## config.mk

```make
export PLATFORM = sky130hd
export DESIGN_NAME = tricycle_odometry_step_top
export DESIGN_NICKNAME = d
export VERILOG_FILES = /design/src/hdl/tos_pkg.sv /design/src/hdl/tos_ctrl.sv /design/src/hdl/tos_datapath.sv /design/src/hdl/tricycle_odometry_step_top.sv
export SDC_FILE = /design/constraint.sdc
export NUM_CORES = 2
export LEC_CHECK = 0
export CAP_MARGIN = 20
export CORE_ASPECT_RATIO = 0.7
export CORE_UTILIZATION = 52
export DETAILED_ROUTE_END_ITERATION = 12
export DONT_BUFFER_PORTS = 1
export GPL_TIMING_DRIVEN = 0
export PLACE_DENSITY = 0.78
export SLEW_MARGIN = 20
export SYNTH_ARGS = -nofsm -noshare
export SYNTH_HDL_FRONTEND = slang
export SYNTH_HIERARCHICAL = 1
export SYNTH_SLANG_ARGS = --single-unit
```

## constraint.sdc

```tcl
create_clock -name clk_i -period 19.6 [get_ports clk_i]
set_input_delay 1.96 -clock clk_i [delete_from_list [all_inputs] [get_ports clk_i]]
set_output_delay 1.96 -clock clk_i [all_outputs]
set_load 0.02 [all_outputs]
```

## src/hdl/tos_pkg.sv

```systemverilog
// Shared types and constants for the tricycle odometry step block.
// Holds the controller states, the multiplier step codes, the command struct
// and the fixed CORDIC and scaling constants. No dependencies.
package tos_pkg;

  // Number of entries in the arctangent table, and the iteration index width.
  localparam int AtanLen = 24;
  localparam int IdxW    = $clog2(AtanLen);

  // Field widths of the stream payloads and the configuration port.
  localparam int AngleW    = 16;
  localparam int ForwardW  = 24;
  localparam int HeadingW  = 16;
  localparam int RadiusW   = 16;
  localparam int InvBaseW  = 24;
  localparam int CfgIdxW   = 2;
  localparam int CfgDataW  = 24;
  localparam int InDataW   = 32;
  localparam int OutDataW  = 40;

  // CORDIC working widths: x and y stay near one in Q30, z in 2^-32 turn.
  localparam int CordW = 33;

  // Register indexes of the configuration port.
  localparam logic [CfgIdxW-1:0] RegWheelRadius = 2'd0;
  localparam logic [CfgIdxW-1:0] RegInvWheelBase = 2'd1;

  // Reset values of the configuration registers.
  localparam logic [RadiusW-1:0]  WheelRadiusRst  = 16'd2560;
  localparam logic [InvBaseW-1:0] InvWheelBaseRst = 24'd167772;

  // Scaling constants: 2*pi in Q24, 32768/pi in Q16, CORDIC gain in Q30.
  localparam logic [31:0] TwoPiQ24    = 32'd105414357;
  localparam logic [31:0] BaPerRadQ16 = 32'd683565276;
  localparam logic signed [CordW-1:0] CordicGainQ30 = 33'sd652032874;

  // Arctangent of 2^-i in units of 2^-32 turn.
  localparam logic [31:0] AtanTurns [AtanLen] = '{
    32'd536870912, 32'd316933406, 32'd167458907, 32'd85004756,
    32'd42667331,  32'd21354465,  32'd10680862,  32'd5340245,
    32'd2670163,   32'd1335087,   32'd667544,    32'd333772,
    32'd166886,    32'd83443,     32'd41722,     32'd20861,
    32'd10430,     32'd5215,      32'd2608,      32'd1304,
    32'd652,       32'd326,       32'd163,       32'd81
  };

  // Controller states.
  typedef enum logic [3:0] {
    StIdle,
    StRotate,
    StMulP,
    StMulT,
    StMulF,
    StMulA,
    StMulB,
    StMulH,
    StPack
  } state_e;

  // Which product the shared multiplier forms in a cycle.
  typedef enum logic [2:0] {
    MulNone,
    MulDistRadius,
    MulTravel,
    MulForward,
    MulSine,
    MulInvBase,
    MulHeading
  } mul_op_e;

  // Commands from the controller to the datapath.
  typedef struct packed {
    logic            capture;
    logic            rot_en;
    logic [IdxW-1:0] rot_idx;
    mul_op_e         mul_op;
    logic            out_load;
  } ctrl_cmd_t;

endpackage

```

## src/hdl/tos_ctrl.sv

```systemverilog
// Controller state machine of the tricycle odometry step block.
// Sequences the CORDIC iterations, the shared multiplier and the result load.
// Depends on tos_pkg.
module tos_ctrl #(
  parameter int CORDIC_STEPS = 16
) (
  input  logic               clk_i,
  input  logic               rst_ni,
  input  logic               in_valid_i,
  input  logic               in_start_i,
  output logic               in_ready_o,
  output logic               out_valid_o,
  input  logic               out_ready_i,
  output tos_pkg::ctrl_cmd_t cmd_o
);

  // Iteration count, capped at the size of the arctangent table.
  localparam int NumIter = (CORDIC_STEPS > tos_pkg::AtanLen) ? tos_pkg::AtanLen
                                                             : CORDIC_STEPS;
  localparam logic [tos_pkg::IdxW-1:0] LastIter = tos_pkg::IdxW'(NumIter - 1);

  tos_pkg::state_e state_q, state_d;
  logic [tos_pkg::IdxW-1:0] iter_q, iter_d;
  logic out_valid_q, out_valid_d;
  logic accept;
  logic out_free;

  assign in_ready_o  = (state_q == tos_pkg::StIdle);
  assign accept      = in_valid_i && in_ready_o;
  assign out_free    = !out_valid_q || out_ready_i;
  assign out_valid_o = out_valid_q;

  // State, iteration counter and result valid flag.
  always_ff @(posedge clk_i or negedge rst_ni) begin
    if (!rst_ni) begin
      state_q     <= tos_pkg::StIdle;
      iter_q      <= '0;
      out_valid_q <= 1'b0;
    end else begin
      state_q     <= state_d;
      iter_q      <= iter_d;
      out_valid_q <= out_valid_d;
    end
  end

  // Next state and commands.
  always_comb begin
    state_d        = state_q;
    iter_d         = iter_q;
    out_valid_d    = out_valid_q;
    cmd_o.capture  = accept;
    cmd_o.rot_en   = 1'b0;
    cmd_o.rot_idx  = iter_q;
    cmd_o.mul_op   = tos_pkg::MulNone;
    cmd_o.out_load = 1'b0;

    // The receiver taking the pending result frees the output register.
    if (out_valid_q && out_ready_i) begin
      out_valid_d = 1'b0;
    end

    unique case (state_q)
      tos_pkg::StIdle: begin
        iter_d = '0;
        if (accept && !in_start_i) begin
          state_d = tos_pkg::StRotate;
        end
      end
      tos_pkg::StRotate: begin
        cmd_o.rot_en = 1'b1;
        iter_d       = iter_q + 1'b1;
        if (iter_q == LastIter) begin
          state_d = tos_pkg::StMulP;
        end
      end
      tos_pkg::StMulP: begin
        cmd_o.mul_op = tos_pkg::MulDistRadius;
        state_d      = tos_pkg::StMulT;
      end
      tos_pkg::StMulT: begin
        cmd_o.mul_op = tos_pkg::MulTravel;
        state_d      = tos_pkg::StMulF;
      end
      tos_pkg::StMulF: begin
        cmd_o.mul_op = tos_pkg::MulForward;
        state_d      = tos_pkg::StMulA;
      end
      tos_pkg::StMulA: begin
        cmd_o.mul_op = tos_pkg::MulSine;
        state_d      = tos_pkg::StMulB;
      end
      tos_pkg::StMulB: begin
        cmd_o.mul_op = tos_pkg::MulInvBase;
        state_d      = tos_pkg::StMulH;
      end
      tos_pkg::StMulH: begin
        cmd_o.mul_op = tos_pkg::MulHeading;
        state_d      = tos_pkg::StPack;
      end
      tos_pkg::StPack: begin
        // Wait here until the output register can take the result.
        if (out_free) begin
          cmd_o.out_load = 1'b1;
          out_valid_d    = 1'b1;
          state_d        = tos_pkg::StIdle;
        end
      end
      default: begin
        state_d = tos_pkg::StIdle;
      end
    endcase
  end

endmodule

```

## src/hdl/tos_datapath.sv

```systemverilog
// Datapath of the tricycle odometry step block: configuration registers,
// previous wheel angle, CORDIC rotator, shared multiplier and output packing.
// Depends on tos_pkg.
module tos_datapath (
  input  logic                              clk_i,
  input  logic                              rst_ni,
  input  tos_pkg::ctrl_cmd_t                cmd_i,
  input  logic [tos_pkg::AngleW-1:0]        steer_angle_i,
  input  logic [tos_pkg::AngleW-1:0]        wheel_angle_i,
  input  logic                              cfg_we_i,
  input  logic [tos_pkg::CfgIdxW-1:0]       cfg_index_i,
  input  logic [tos_pkg::CfgDataW-1:0]      cfg_data_i,
  output logic [tos_pkg::ForwardW-1:0]      forward_step_o,
  output logic [tos_pkg::HeadingW-1:0]      heading_step_o,
  output logic                              saturated_o
);

  localparam int CW = tos_pkg::CordW;

  // Configuration and persistent state.
  logic [tos_pkg::RadiusW-1:0]  radius_q;
  logic [tos_pkg::InvBaseW-1:0] inv_base_q;
  logic [tos_pkg::AngleW-1:0]   prev_q;

  // Per-item working registers.
  logic signed [CW-1:0] x_q, y_q, z_q;
  logic                 flip_q;
  logic                 dneg_q;
  logic [15:0]          dmag_q;
  logic [31:0]          p_q;
  logic [26:0]          t_q;
  logic [20:0]          f_q;
  logic [27:0]          a_q;
  logic [27:0]          b_q;
  logic [26:0]          h_q;

  // Output register.
  logic [tos_pkg::ForwardW-1:0] fwd_q;
  logic [tos_pkg::HeadingW-1:0] head_q;
  logic                         sat_q;

  // Configuration writes; indexes beyond the list are ignored.
  always_ff @(posedge clk_i or negedge rst_ni) begin
    if (!rst_ni) begin
      radius_q   <= tos_pkg::WheelRadiusRst;
      inv_base_q <= tos_pkg::InvWheelBaseRst;
    end else if (cfg_we_i) begin
      unique case (cfg_index_i)
        tos_pkg::RegWheelRadius:  radius_q   <= cfg_data_i[tos_pkg::RadiusW-1:0];
        tos_pkg::RegInvWheelBase: inv_base_q <= cfg_data_i;
        default: ;
      endcase
    end
  end

  // Every accepted item, start or not, becomes the new previous wheel angle.
  always_ff @(posedge clk_i or negedge rst_ni) begin
    if (!rst_ni) begin
      prev_q <= '0;
    end else if (cmd_i.capture) begin
      prev_q <= wheel_angle_i;
    end
  end

  // Wheel angle difference as sign and magnitude.
  logic signed [16:0] diff;
  logic signed [16:0] diff_abs;
  assign diff     = 17'(signed'(wheel_angle_i)) - 17'(signed'(prev_q));
  assign diff_abs = diff[16] ? -diff : diff;

  // Steer angle folded into the right half plane.
  logic [31:0] z_turn;
  logic        flip;
  assign z_turn = {steer_angle_i, 16'b0};
  assign flip   = z_turn[31] ^ z_turn[30];

  // One CORDIC iteration with floor shifts.
  logic signed [CW-1:0] x_sh, y_sh, atan_v;
  logic                 z_pos;
  assign x_sh   = x_q >>> cmd_i.rot_idx;
  assign y_sh   = y_q >>> cmd_i.rot_idx;
  assign atan_v = signed'({1'b0, tos_pkg::AtanTurns[cmd_i.rot_idx]});
  assign z_pos  = !z_q[CW-1];

  always_ff @(posedge clk_i) begin
    if (cmd_i.capture) begin
      x_q    <= tos_pkg::CordicGainQ30;
      y_q    <= '0;
      z_q    <= CW'(signed'({z_turn[31] ^ flip, z_turn[30:0]}));
      flip_q <= flip;
      dneg_q <= diff[16];
      dmag_q <= diff_abs[15:0];
    end else if (cmd_i.rot_en) begin
      if (z_pos) begin
        x_q <= x_q - y_sh;
        y_q <= y_q + x_sh;
        z_q <= z_q - atan_v;
      end else begin
        x_q <= x_q + y_sh;
        y_q <= y_q - x_sh;
        z_q <= z_q + atan_v;
      end
    end
  end

  // Cosine and sine as sign and magnitude, undoing the half-turn fold.
  logic        cneg, sneg;
  logic [30:0] cmag, smag;
  logic signed [CW-1:0] x_abs, y_abs;
  assign x_abs = x_q[CW-1] ? -x_q : x_q;
  assign y_abs = y_q[CW-1] ? -y_q : y_q;
  assign cmag  = x_abs[30:0];
  assign smag  = y_abs[30:0];
  assign cneg  = flip_q ? (!x_q[CW-1] && (x_q != '0)) : x_q[CW-1];
  assign sneg  = flip_q ? (!y_q[CW-1] && (y_q != '0)) : y_q[CW-1];

  // Shared multiplier: operand selection and the rounded products.
  logic [31:0] mul_a, mul_b;
  logic [63:0] prod, f_sum, h_sum;

  always_comb begin
    mul_a = '0;
    mul_b = '0;
    unique case (cmd_i.mul_op)
      tos_pkg::MulDistRadius: begin
        mul_a = {16'b0, dmag_q};
        mul_b = {16'b0, radius_q};
      end
      tos_pkg::MulTravel: begin
        mul_a = p_q;
        mul_b = tos_pkg::TwoPiQ24;
      end
      tos_pkg::MulForward: begin
        mul_a = {5'b0, t_q};
        mul_b = {1'b0, cmag};
      end
      tos_pkg::MulSine: begin
        mul_a = {5'b0, t_q};
        mul_b = {1'b0, smag};
      end
      tos_pkg::MulInvBase: begin
        mul_a = {4'b0, a_q};
        mul_b = {8'b0, inv_base_q};
      end
      tos_pkg::MulHeading: begin
        mul_a = {4'b0, b_q};
        mul_b = tos_pkg::BaPerRadQ16;
      end
      default: ;
    endcase
  end

  assign prod  = 64'(mul_a) * 64'(mul_b);
  assign f_sum = prod + (64'd1 << 37);
  assign h_sum = prod + (64'd1 << 31);

  // Product registers, one per step of the chain.
  always_ff @(posedge clk_i) begin
    unique case (cmd_i.mul_op)
      tos_pkg::MulDistRadius: p_q <= prod[31:0];
      tos_pkg::MulTravel:     t_q <= prod[58:32];
      tos_pkg::MulForward:    f_q <= f_sum[58:38];
      tos_pkg::MulSine:       a_q <= prod[57:30];
      tos_pkg::MulInvBase:    b_q <= prod[51:24];
      tos_pkg::MulHeading:    h_q <= h_sum[58:32];
      default: ;
    endcase
  end

  // Signed packing with saturation.
  logic        fneg, hneg, fsat, hsat;
  logic [24:0] fmag;
  logic [26:0] hmag;
  logic [tos_pkg::ForwardW-1:0] fwd_d;
  logic [tos_pkg::HeadingW-1:0] head_d;

  always_comb begin
    fneg = dneg_q ^ cneg;
    hneg = dneg_q ^ sneg;
    fmag = {4'b0, f_q};
    hmag = h_q;
    fsat = 1'b0;
    hsat = 1'b0;
    if (fneg) begin
      if (fmag > 25'd8388608) begin
        fmag = 25'd8388608;
        fsat = 1'b1;
      end
    end else if (fmag > 25'd8388607) begin
      fmag = 25'd8388607;
      fsat = 1'b1;
    end
    if (hneg) begin
      if (hmag > 27'd32768) begin
        hmag = 27'd32768;
        hsat = 1'b1;
      end
    end else if (hmag > 27'd32767) begin
      hmag = 27'd32767;
      hsat = 1'b1;
    end
    fwd_d  = fneg ? (24'd0 - fmag[23:0]) : fmag[23:0];
    head_d = hneg ? (16'd0 - hmag[15:0]) : hmag[15:0];
  end

  // Output register; its valid flag lives in the controller.
  always_ff @(posedge clk_i) begin
    if (cmd_i.out_load) begin
      fwd_q  <= fwd_d;
      head_q <= head_d;
      sat_q  <= fsat || hsat;
    end
  end

  assign forward_step_o = fwd_q;
  assign heading_step_o = head_q;
  assign saturated_o    = sat_q;

endmodule

```

## src/hdl/tricycle_odometry_step_top.sv

```systemverilog
// Top level of the tricycle odometry step block.
// Joins the controller and the datapath and maps the stream and config ports.
// Depends on tos_pkg, tos_ctrl and tos_datapath.
//
// Usage: each request on the slave stream carries a steer angle and a drive
// wheel angle (binary angles, a full turn is 65536) and a start flag in tuser.
// A start request only stores the wheel angle and gives no result. Any other
// request gives one result on the master stream: the forward step (signed
// Q15.8 cm) and the heading step (binary angle), with a saturation flag in
// tuser. The config channel writes wheel_radius (index 0) and inv_wheel_base
// (index 1) and is always ready; write only while the block is idle.
// A step request runs through the one shared CORDIC iteration stage, then six
// passes through the single shared 32x32 multiplier and one packing step, and
// then loads its result into the output register. The next request is taken
// in the cycle after the result loads, so no step request is taken before the
// last one is through. A start request leaves the block idle and ready. After
// reset the registers hold their defaults and the stored wheel angle is zero.
// If the receiver stalls, the result waits in the output register, one more
// request may be accepted and computed, and that one waits in the packing step
// until the register frees.
module tricycle_odometry_step_top #(
  parameter int CORDIC_STEPS = 16
) (
  input  logic                             clk_i,
  input  logic                             rst_ni,
  // Slave stream.
  input  logic                             s_axis_tvalid_i,
  output logic                             s_axis_tready_o,
  // tdata: steer_angle [15:0], wheel_angle [31:16].
  input  logic [tos_pkg::InDataW-1:0]      s_axis_tdata_i,
  // tuser: start_req [0].
  input  logic                             s_axis_tuser_i,
  // Master stream.
  output logic                             m_axis_tvalid_o,
  input  logic                             m_axis_tready_i,
  // tdata: forward_step [23:0], heading_step [39:24].
  output logic [tos_pkg::OutDataW-1:0]     m_axis_tdata_o,
  // tuser: saturated [0].
  output logic                             m_axis_tuser_o,
  // Configuration write channel.
  input  logic                             cfg_valid_i,
  output logic                             cfg_ready_o,
  input  logic [tos_pkg::CfgIdxW-1:0]      cfg_index_i,
  input  logic [tos_pkg::CfgDataW-1:0]     cfg_data_i
);

  tos_pkg::ctrl_cmd_t cmd;
  logic [tos_pkg::ForwardW-1:0] forward_step;
  logic [tos_pkg::HeadingW-1:0] heading_step;

  // Configuration writes are taken in any cycle.
  assign cfg_ready_o = 1'b1;

  tos_ctrl #(
    .CORDIC_STEPS(CORDIC_STEPS)
  ) u_ctrl (
    .clk_i      (clk_i),
    .rst_ni     (rst_ni),
    .in_valid_i (s_axis_tvalid_i),
    .in_start_i (s_axis_tuser_i),
    .in_ready_o (s_axis_tready_o),
    .out_valid_o(m_axis_tvalid_o),
    .out_ready_i(m_axis_tready_i),
    .cmd_o      (cmd)
  );

  tos_datapath u_datapath (
    .clk_i         (clk_i),
    .rst_ni        (rst_ni),
    .cmd_i         (cmd),
    .steer_angle_i (s_axis_tdata_i[15:0]),
    .wheel_angle_i (s_axis_tdata_i[31:16]),
    .cfg_we_i      (cfg_valid_i && cfg_ready_o),
    .cfg_index_i   (cfg_index_i),
    .cfg_data_i    (cfg_data_i),
    .forward_step_o(forward_step),
    .heading_step_o(heading_step),
    .saturated_o   (m_axis_tuser_o)
  );

  assign m_axis_tdata_o = {heading_step, forward_step};

endmodule

```

# ---- Yosys cells after proc, flatten, opt, wreduce, memory -nomap -nowiden
# Memories as Yosys holds them, arrays and structs flattened.
# Index checks and enable logic that the tools add are counted.
dict set report classes {
  magnitude_cmp 3
  shifts 2
  mul 1
  reduce_logical 20
  n_mux 34
  bitwise 5
  addsub 15
  n_eq_ne 19
}
# operator n
set op_table {}
lappend op_table {{31-bit case mux with 6 select lines} 1}
lappend op_table {{33-bit two-way mux} 5}
lappend op_table {{32-bit case mux with 5 select lines} 1}
lappend op_table {{33-bit adder} 3}
lappend op_table {{33-bit subtractor} 3}
lappend op_table {{16-bit two-way mux} 5}
lappend op_table {{33-bit nonzero test} 2}
lappend op_table {{33-bit by 5-bit >>> shifter with 33-bit output} 2}
lappend op_table {{32-bit two-way mux} 2}
lappend op_table {{31-bit two-way mux} 2}
lappend op_table {{31-bit negation} 2}
lappend op_table {{59-bit by 32-bit adder with 59-bit output (second input constant)} 1}
lappend op_table {{59-bit by 38-bit adder with 59-bit output (second input constant)} 1}
lappend op_table {{32-bit by 31-bit multiplier with 59-bit output} 1}
lappend op_table {{4-bit case mux with 9 select lines} 1}
lappend op_table {{27-bit by 15-bit greater-than comparator with 1-bit output (second input constant)} 1}
lappend op_table {{27-bit by 16-bit greater-than comparator with 1-bit output (second input constant)} 1}
lappend op_table {{1-bit by 21-bit subtractor with 22-bit output (first input constant)} 1}
lappend op_table {{21-bit two-way mux} 1}
lappend op_table {{3-bit case mux with 6 select lines} 1}
lappend op_table {{16-bit by 16-bit subtractor with 17-bit output} 1}
lappend op_table {{4-bit by 3-bit equality test with 1-bit output (second input constant)} 4}
lappend op_table {{16-bit negation} 1}
lappend op_table {{1-bit by 16-bit subtractor with 16-bit output (first input constant)} 1}
lappend op_table {{other kinds (26)} 55}
dict set report word_totals {
  reg_bits 385
  output_inout_bits 44
  n_memories 1
  in_bits 64
  word_cells 123
  rom_bits 1024
}
# name words word_bits rd rd_ports_with_merged_regs write_ports line
set mem_list {}
lappend mem_list {{(no name shown)} 32 32 1 0 0 tos_datapath.sv:82} ;# assign atan_v = signed'({1'b0, tos_pkg::AtanTurns[cmd_i.rot_idx]});

# ---- Logic depth before layout (Yosys ltp)
dict set report depth {
  depth_word 8
  depth_mapped 46
  ltp_nobuf 39
}

# ---- By module
# Netlist, hierarchy kept.
# mod seq_area_each_um2 area_each_um2 cells_per_inst instances
set by_module_without_submodules {}
lappend by_module_without_submodules {tos_datapath 10174.8 60336.6 6669 1}
lappend by_module_without_submodules {tos_ctrl 250.2 576.8 62 1}
lappend by_module_without_submodules {tricycle_odometry_step_top 0.0 11.3 2 1}

# ---- Worst setup path after synthesis
# OpenSTA, ideal clock, no wires.
dict set report synth_path {
  path_type {reg2reg}
  startpoint {register u_ctrl.state_q[0]}
  endpoint {register u_datapath.h_q[23] (data pin)}
  synth_period_minus_slack_ps 11361
  n_path_buf 6
  required_time_ps 19329
  setup_slack_ps 8239
  path_stages_with_launch 38
  setup_ps 271
  arrival_ps 11090
  path_cell_list {dfrtp_1 > clkbuf_1 > nor3_1 > clkbuf_1 > clkbuf_1 > nand2_1 > nor2_1 > a221oi_1 > clkbuf_1 > nor2_1 > fa_1 > fa_1 > inv_1 > fa_1 > inv_1 > fa_1 > inv_1 > fa_1 > [... 2 more ...] > fa_1 > inv_1 > fa_1 > inv_1 > ha_1 > clkbuf_1 > nand2_1 > o21ai_0 > o211a_1 > or4_1 > o311ai_1 > a211oi_2 > nand4_1 > or2_1 > buf_2 > nor4_2 > nand4_1 > xnor2_1}
}
# item line
set synth_lines {}
lappend synth_lines {{start: declaration} tos_ctrl.sv:22} ;# tos_pkg::state_e state_q, state_d;
lappend synth_lines {{start signal: assignment} tos_ctrl.sv:36} ;# state_q <= tos_pkg::StIdle;
lappend synth_lines {{start signal: assignment} tos_ctrl.sv:40} ;# state_q <= state_d;
lappend synth_lines {{end signal: assignment} tos_datapath.sv:165} ;# tos_pkg::MulHeading: h_q <= h_sum[58:32];
lappend synth_lines {{end: declaration} tos_datapath.sv:35} ;# logic [26:0] h_q;

==> out/results.txt <==
WS Path Type - reg -> reg
die width - 411.1 um
DP HPWL - 210300 um
Initial Util - 0.5273
cts-stage hold buffer count - 0
Pins Over Slew Limit - 0
Crit Path Max Fanout - 10
area grow syn2layout - 7.077%
routed vias - 55.61k
global-route wire length before repair - 367100 um
All-Layer GR Usage - 0.4326
Clock Skew - 30.00 ps
Netlist cell types - 112
status - complete, no violations
Design Area, Final - 0.06524 mm2
Slowest Stage Delay on Critical Path - 1020 ps
Layout fillers - 10.35k
syn avg cell area - 9.049 um2
Die Y - 288.4 um
top post-synthesis cells by area - fa_1 28%, edfxtp_1 12%, ha_1 7.3%
Vias/cell - 6.568
Post-synth EDFFs - 237
WL per Instance - 30.37 um
vias in the first global route - 53.10k
CP Launch Type - flop
clock buffer count from CTS - 39
Fin. Hold Viols - 0
period utilisation layout - 0.7797
depth of the CTS H-tree - 2
Post-Route WL - 257200 um
ratio of cells with drive above 1 in the final layout - 0.06712
maxcap violations - 0
Rows - 104
Worst-Margin Slew - 1354 ps
flop2flop setup slack - 4320 ps
IO buf count - 0
Initial DRC Count - 9788
Rel. slew slack - 0.09738
most frequent cells in the layout - 987 x inv_1, 865 x fa_1, 713 x nand2_1
post-synth top area cell - fa_1
post-synthesis cell count - 6733
warnings from Yosys - 6
Synth top area share - 0.2842
drt drc - 0
Post-DRT Antenna Nets - 0
CP Capture Type - flop
Worst Hold Class - reg -> reg
Synth Cell Area - 0.06092 mm2
CP Launch Point - u_ctrl/state_q[0]$_DFFE_PN0P_
Resized Gates After CTS - 0
Main synth FF type - edfxtp_1
terminus of the critical flop-to-flop path - u_datapath/h_q[23]$_DFFE_PN_
Worst-path clk slew - 70 ps
Final nets - 8152
total gr overflow - 0
final setup margin - 4319 ps
clock sink count - 385
CTS root buffer - clkbuf_16
Post-DP Area - 0.06378 mm2
Die Footprint - 0.1186 mm2
TritonRoute pass-1 iters - 7
setup TNS - 0 ps
initial antenna violation count - 25
async set-reset flop share out of synthesis - 0.1714
RR Startpoint - u_ctrl/state_q[0]$_DFFE_PN0P_
RSZ-0062 raised after global routing - false
Max Freq - 65.44 MHz
crit path time final - 15280 ps
cell mode on critical path - fa_1
clk_lat worst skew - 630 ps
TritonCTS clock tree - built
I/O pin cnt - 108
Required @ worst endpoint - 19920 ps
CP max-delay cell - a311oi_2
pre-CTS setup slack - 4970 ps
Placer Congestion - 1.156
core area - 0.1156 mm2
Synth Register Bits - 385
CP Capture Point - u_datapath/h_q[23]$_DFFE_PN_
worst r2r path cells - 34
clock buffer depth - 3
setup bufs post-CTS - 0
pin count of the biggest net entering global routing - 67
Critical Path AT - 15600 ps
commonest non-fill, non-tap cell in the layout - inv_1
Finished Core Util - 0.5646
setup violators final - 0
sequential area share after synthesis - 0.1711
[sequential cells by signal, summed over array words and instances, names as in the netlist]
name / cells
u_datapath/forward_step_o: 22
u_datapath/t_q: 27
u_datapath/x_q: 33
u_datapath/prev_q: 16
u_ctrl/state_q: 4
u_datapath/radius_q: 16
u_datapath/dmag_q: 16
u_datapath/a_q: 28
u_datapath/p_q: 32
u_ctrl/out_valid_o: 1
u_ctrl/iter_q: 5
u_datapath/inv_base_q: 24
u_datapath/b_q: 28
u_datapath/saturated_o: 1
u_datapath/h_q: 27
u_datapath/y_q: 33
u_datapath/heading_step_o: 16
u_datapath/dneg_q: 1
u_datapath/z_q: 33
u_datapath/f_q: 21
u_datapath/flip_q: 1
[metrics by stage]
| stage | hold slack [ps] | cells |
|---|---|---|
| floorplan | 431.5 | 6788 |
| global placement | 444.4 | 8325 |
| detailed placement | 460.2 | 8363 |
| CTS | 474.4 | 8434 |
| global route | 497.6 | 8450 |
| finish | 478.7 | 8467 |
[cell families after synthesis]
logic type | Yosys count | share of synthesized area
muxes | 289 | 0.06479
DFF | 385 | 0.1711
adders and majority gates | 1220 | 0.3571
buffers and inverters | 1373 | 0.08745
and+or+nand+nor | 1987 | 0.1464
other | 3 | 0.0001848
xor gates and xnor gates | 365 | 0.05270
AOI/OAI and AO/OA | 1111 | 0.1202
[how the worst min path moves through the flow]
stage                                    startpoint                         endpoint  slack, ps  cells after the start
floorplan           u_datapath/z_q[11]$_SDFFE_PP0P_  u_datapath/z_q[11]$_SDFFE_PP0P_        430                      2
global placement    u_datapath/z_q[12]$_SDFFE_PP0P_  u_datapath/z_q[12]$_SDFFE_PP0P_        440                      2
detailed placement  u_datapath/z_q[12]$_SDFFE_PP0P_  u_datapath/z_q[12]$_SDFFE_PP0P_        460                      2
CTS                 u_datapath/z_q[12]$_SDFFE_PP0P_  u_datapath/z_q[12]$_SDFFE_PP0P_        470                      2
global route        u_datapath/z_q[12]$_SDFFE_PP0P_  u_datapath/z_q[12]$_SDFFE_PP0P_        500                      2
finish              u_datapath/z_q[12]$_SDFFE_PP0P_  u_datapath/z_q[12]$_SDFFE_PP0P_        480                      2
[cell usage after synthesis, types with 87 or more instances]
| library cell | number |
|---|---|
| xnor2_1 | 223 |
| a21o_1 | 87 |
| mux2i_1 | 133 |
| a21oi_1 | 287 |
| fa_1 | 865 |
| xor2_1 | 141 |
| ha_1 | 355 |
| nand2_1 | 713 |
| clkbuf_1 | 291 |
| edfxtp_1 | 237 |
| nor2_1 | 707 |
| inv_1 | 990 |
| o21ai_0 | 222 |
[critical path: cells and delay by family (launching register included)]
family	cells	cell delay, ps
AO/OA/AOI/OAI	5	2210
buffers and inverters	10	4710
AND/OR/NAND/NOR	9	2930
adder cells (fa/ha/maj)	9	4610
flip-flops	1	340
XOR/XNOR	1	190
[metal layers]
metal	vias to the layer above	track usage	routed length (um)
met3	796	0.2859	55340
met1	27380	0.6086	100900
met2	4967	0.5147	89230
met5	-	0.06897	1378
li1	22430	-	-
met4	39	0.1313	10290
[cell type report]
class	instances	area [um2]	share of cell area
Multi-Input combinational cell	5030	45660	0.7000
Sequential cell	385	10430	0.1598
Inverter	994	3731	0.05719
Tap cell	1537	1923	0.02948
Buffer	379	1613	0.02472
Clock buffer	47	1077	0.01651
Timing Repair Buffer	39	478.0	0.007327
Clock inverter	24	246.5	0.003778
Antenna cell	32	80.08	0.001227
Power is left out: the tool's default activity adds up to more than one toggle a clock period on the data nets, which glitch-free logic cannot reach.
